[src/hw/rtl/pdq_pkg.sv]
`timescale 1ns / 1ps
// Package for the positional deque: sizes, mode and status codes, cell control.
// No dependencies; used by the channel interfaces, the cell and the top level.
package pdq_pkg;

  // Storage geometry
  localparam int unsigned DEPTH      = 64;
  localparam int unsigned DATA_WIDTH = 32;
  localparam int unsigned IDX_W      = (DEPTH > 1) ? $clog2(DEPTH) : 1;
  localparam int unsigned CNT_W      = $clog2(DEPTH + 1);

  // Fixed beat field widths
  localparam int unsigned MODE_W   = 4;
  localparam int unsigned POS_W    = 7;
  localparam int unsigned WORD_W   = 32;
  localparam int unsigned STATUS_W = 2;
  localparam int unsigned COUNT_W  = 7;

  // Width wide enough to compare a position against the count plus one
  localparam int unsigned CMP_W = ((POS_W > CNT_W) ? POS_W : CNT_W) + 1;

  typedef enum logic [MODE_W-1:0] {
    MODE_PUSH_BACK  = 4'd0,
    MODE_PUSH_FRONT = 4'd1,
    MODE_POP_BACK   = 4'd2,
    MODE_POP_FRONT  = 4'd3,
    MODE_PEEK_BACK  = 4'd4,
    MODE_PEEK_FRONT = 4'd5,
    MODE_PEEK_POS   = 4'd6,
    MODE_INSERT     = 4'd7,
    MODE_DELETE     = 4'd8
  } pdq_mode_e;

  typedef enum logic [STATUS_W-1:0] {
    ST_OK        = 2'd0,
    ST_NOT_FOUND = 2'd1,
    ST_FULL      = 2'd2
  } pdq_status_e;

  // What every cell does this cycle
  typedef enum logic [1:0] {
    OP_HOLD,
    OP_INSERT,
    OP_DELETE
  } pdq_op_e;

  // Control broadcast along the chain
  typedef struct packed {
    pdq_op_e               op;
    logic [IDX_W-1:0]      idx;
    logic [IDX_W-1:0]      rd_idx;
    logic [DATA_WIDTH-1:0] din;
  } pdq_ctrl_t;

endpackage

[src/hw/rtl/pdq_cell.sv]
`timescale 1ns / 1ps
// One storage cell of the deque chain: holds one word and trades with its neighbors.
// Depends on pdq_pkg for the control struct and widths.
module pdq_cell (
  input  logic                           clk_i,
  input  pdq_pkg::pdq_ctrl_t             ctrl_i,
  input  logic [pdq_pkg::IDX_W-1:0]      idx_i,
  input  logic [pdq_pkg::DATA_WIDTH-1:0] prev_i,
  input  logic [pdq_pkg::DATA_WIDTH-1:0] next_i,
  output logic [pdq_pkg::DATA_WIDTH-1:0] data_o,
  output logic [pdq_pkg::DATA_WIDTH-1:0] rd_o
);
  import pdq_pkg::*;

  logic [DATA_WIDTH-1:0] word_q;
  logic [DATA_WIDTH-1:0] word_d;

  // Shift toward the back on insert, toward the front on delete
  always_comb begin
    word_d = word_q;
    case (ctrl_i.op)
      OP_INSERT: begin
        if (idx_i == ctrl_i.idx) begin
          word_d = ctrl_i.din;
        end else if (idx_i > ctrl_i.idx) begin
          word_d = prev_i;
        end
      end
      OP_DELETE: begin
        if (idx_i >= ctrl_i.idx) begin
          word_d = next_i;
        end
      end
      default: word_d = word_q;
    endcase
  end

  always_ff @(posedge clk_i) begin
    word_q <= word_d;
  end

  // Drive the read bus only when addressed
  assign rd_o   = (idx_i == ctrl_i.rd_idx) ? word_q : '0;
  assign data_o = word_q;

endmodule

[config.mk]
export PLATFORM = sky130hd
export DESIGN_NAME = pdq_cell
export DESIGN_NICKNAME = d
export VERILOG_FILES = /design/src/hw/rtl/pdq_pkg.sv /design/src/hw/rtl/pdq_cell.sv
export SDC_FILE = /design/constraint.sdc
export NUM_CORES = 1
export LEC_CHECK = 0
export ABC_CLOCK_PERIOD_IN_PS = 8200
export BUFFER_PORTS_ARGS = -buffer_cell sky130_fd_sc_hd__buf_2
export CAP_MARGIN = 20
export CORE_UTILIZATION = 43
export DETAILED_ROUTE_END_ITERATION = 12
export GPL_TIMING_DRIVEN = 0
export HOLD_SLACK_MARGIN = 0.1
export PLACE_DENSITY = 0.85
export SKIP_LAST_GASP = 1
export SLEW_MARGIN = 20
export SYNTH_ARGS = -nofsm -noshare
export SYNTH_HDL_FRONTEND = slang
export SYNTH_SLANG_ARGS = --single-unit
[constraint.sdc]
create_clock -name clk_i -period 8.2 [get_ports clk_i]
set_input_delay 1.64 -clock clk_i [delete_from_list [all_inputs] [get_ports clk_i]]
set_output_delay 1.64 -clock clk_i [all_outputs]
set_load 0.1 [all_outputs]
==> summary.md <==
| Metric | Value |
|---|---|
| Status | complete, no violations |
| Finished Layout Cells | 545 |
| Most frequent cells in the layout | 193 x buf_2, 38 x inv_1, 34 x nand4_1 |
| Sequential share of power | 0.343 |
| Layout cells sized above 1 | 0.4337 |
| Comb power frac | 0.485 |
| Ports | 181 |
| Sw Share | 0.4866 |
| Count of unique library cells instantiated by Yosys | 22 |
| First-pass GRT wire length | 10800 um |
| F_max | 0.2071 GHz |
| Final Core Density | 0.6663 |
| Worst-path fanout max | 10 |
| Register area share after synthesis | 0.4149 |
| TritonRoute pass-1 iters | 5 |
| Slew Limit Fails | 0 |
| Ant. Diodes | 0 |
| Setup TNS | 0 ns |
| P_sw | 0.3127 mW |
| DP Cell Count | 538 |
| Unrepaired setup endpoints after global routing | false |
| WHS | 1.714 ns |
| Final WS setup | 3.372 ns |
| Most used cell, CP | buf_2 |
| Max clock buf depth | 2 |
| Postcts setup bufs | 0 |
| Endpoints failing setup | 0 |
| CP Cell Sequence | buf_2 -> xnor2_1 -> nand4_1 -> buf_2 -> nor3_1 -> buf_2 |
| Number of vias per cell | 5.321 |
| Crit path required time | 6.56 ns |
| Number of hold buffers added after cts | 0 |
| Iter 0 DRT Violations | 142 |
| Routed Antenna Nets | 0 |
| # resized after CTS | 0 |
| Critical path's slowest cell | buf_2 |
| Fin area | 0.003425 mm2 |
| EDFF count, synth | 32 |
| Yosys reg bits | 32 |
| CP bufs+invs | 3 |
| DP Worst Slack | 3.361 ns |
| Pwr/cell area | 187.7 mW/mm2 |
| Avg Inst Size Synth | 8.070 um2 |
| Clock sink total | 32 |
| Synth warn | 0 |
| Critical path class | input pin to primary output |
| Initial Utilization | 0.4506 |
| Core Rows | 26 |
| Routed vias | 2900 |
| PnR Total Power | 0.6427 mW |
| Synth area leader | edfxtp_1 |
| Die ar. | 0.005684 mm2 |
| Top_reg_cell synth | edfxtp_1 |
| Slew Limit Headroom | 0.6095 |
| Number of buffers added on ports | 180 |
| Max FFs per register | 32 |
| CTS clk-pin slew, worst paths | 0.06 ns |
| Mapped Cells | 287 |
| Clock power frac | 0.172 |
| Routed WL per cell | 14.08 um |
| Critical Path AT | 3.19 ns |
| Tcrit/Tclk final | 0.5887 |
| Crit path launch type | input pin |
| Largest cells by area after synthesis | edfxtp_1 41%, nand4_1 9.2%, a31oi_1 8.9%, nor3_1 6.9%, o21ai_0 6.9% |
| Placed Area | 0.003347 mm2 |
| Peak VDD IR | 0.00009815 V |
| CTS root buf | clkbuf_8 |
| Most common cell after layout, fill and taps aside | buf_2 |
| Drc violations | 0 |
| Max-Cap Viols | 0 |
| CTS buffer count | 5 |
| Routed Wire Length | 7672 um |
| Initial antenna violation count | 0 |
| Vias in the first global route | 2330 |
| Worst-margin pin slew | 0.5857 ns |
| Fin. Hold Viols | 0 |
| Final GP Congestion | 0.9353 |
| Synth Cell Area | 0.002316 mm2 |
| Ys async rst share | 0 |
| Power Internal | 0.3300 mW |
| Leakage | 1.647 nW |
| Largest stage delay, worst path | 0.47 ns |
| Die height | 75.39 um |
| Area delta synth->final | 47.87% |
| Nets | 598 |
| Global route total overflow | 0 |
| Family with the most delay on the worst path | buffers and inverters |
| CTS H-tree lvls | 2 |
| Yosys top cell area share | 0.4149 |
| Final HPWL DP | 6155 um |
| CTS tree | yes |
| Die X | 75.39 um |
| Minimum clock period | 4.828 ns |
| GRT Util Overall | 0.2575 |
| Kind of end point of the critical path | primary output |
| Pin count of the biggest net entering global routing | 20 |
| Mapped Nets | 410 |
| Hold Crit Class | input pin to register |
| CORE AREA | 0.005140 mm2 |
## layout make-up
type | count | area [um2]
fillers | 457 | 1715
multi-input cells | 186 | 1067
flip-flops and latches | 32 | 960.9
repair buffers | 181 | 928.4
plain buffers | 31 | 160.2
inverters | 38 | 142.6
well taps | 70 | 87.58
clock buffers | 6 | 72.57
clock inverters | 1 | 5.005
## tightest hold or removal path, delay by kind of cell
family	cells	cell delay, ns
compound gates	1	0.12
buf+inv	1	0.08
simple gates	1	0.03
## metal layers
metal  track usage  wire (um)
met1        0.3199       3147
met2        0.4573       3910
met3       0.04894        482
met5             0          0
met4       0.07202        132
## Yosys cell counts (2+ instances only)
library cell	number
clkbuf_1	10
buf_6	3
o21ai_0	32
edfxtp_1	32
a31oi_1	33
nor3_1	32
buf_1	3
inv_1	38
ha_1	6
nor2_1	32
a21oi_1	2
xnor2_1	7
nand2_1	3
nand4_1	34
buf_2	13
## kinds of logic after synthesis
family / synth area share
buf+inv: 0.1307
compound gates: 0.1686
xor+xnor: 0.02647
simple gates: 0.2269
flops: 0.4149
fa+ha+maj: 0.03241
## final timing paths
kind / endpoint / depth (start not counted) / from
setup / recovery: rd_o[12] / 6 / ctrl_i[37]
hold / removal: data_o[30]$_DFFE_PP_ / 3 / next_i[30]
## power by group through the flow
| stage | Combinational, mW | Clock (mW) | Sequential (mW) |
|---|---|---|---|
| after floorplan | 0.0793 | 0 | 0.382 |
| after global placement | 0.303 | 0 | 0.224 |
| after detailed placement | 0.311 | 0 | 0.224 |
| after CTS | 0.311 | 0.113 | 0.221 |
| after global routing | 0.329 | 0.121 | 0.223 |
| final | 0.312 | 0.110 | 0.221 |
Power figures use the tool's default switching activity.
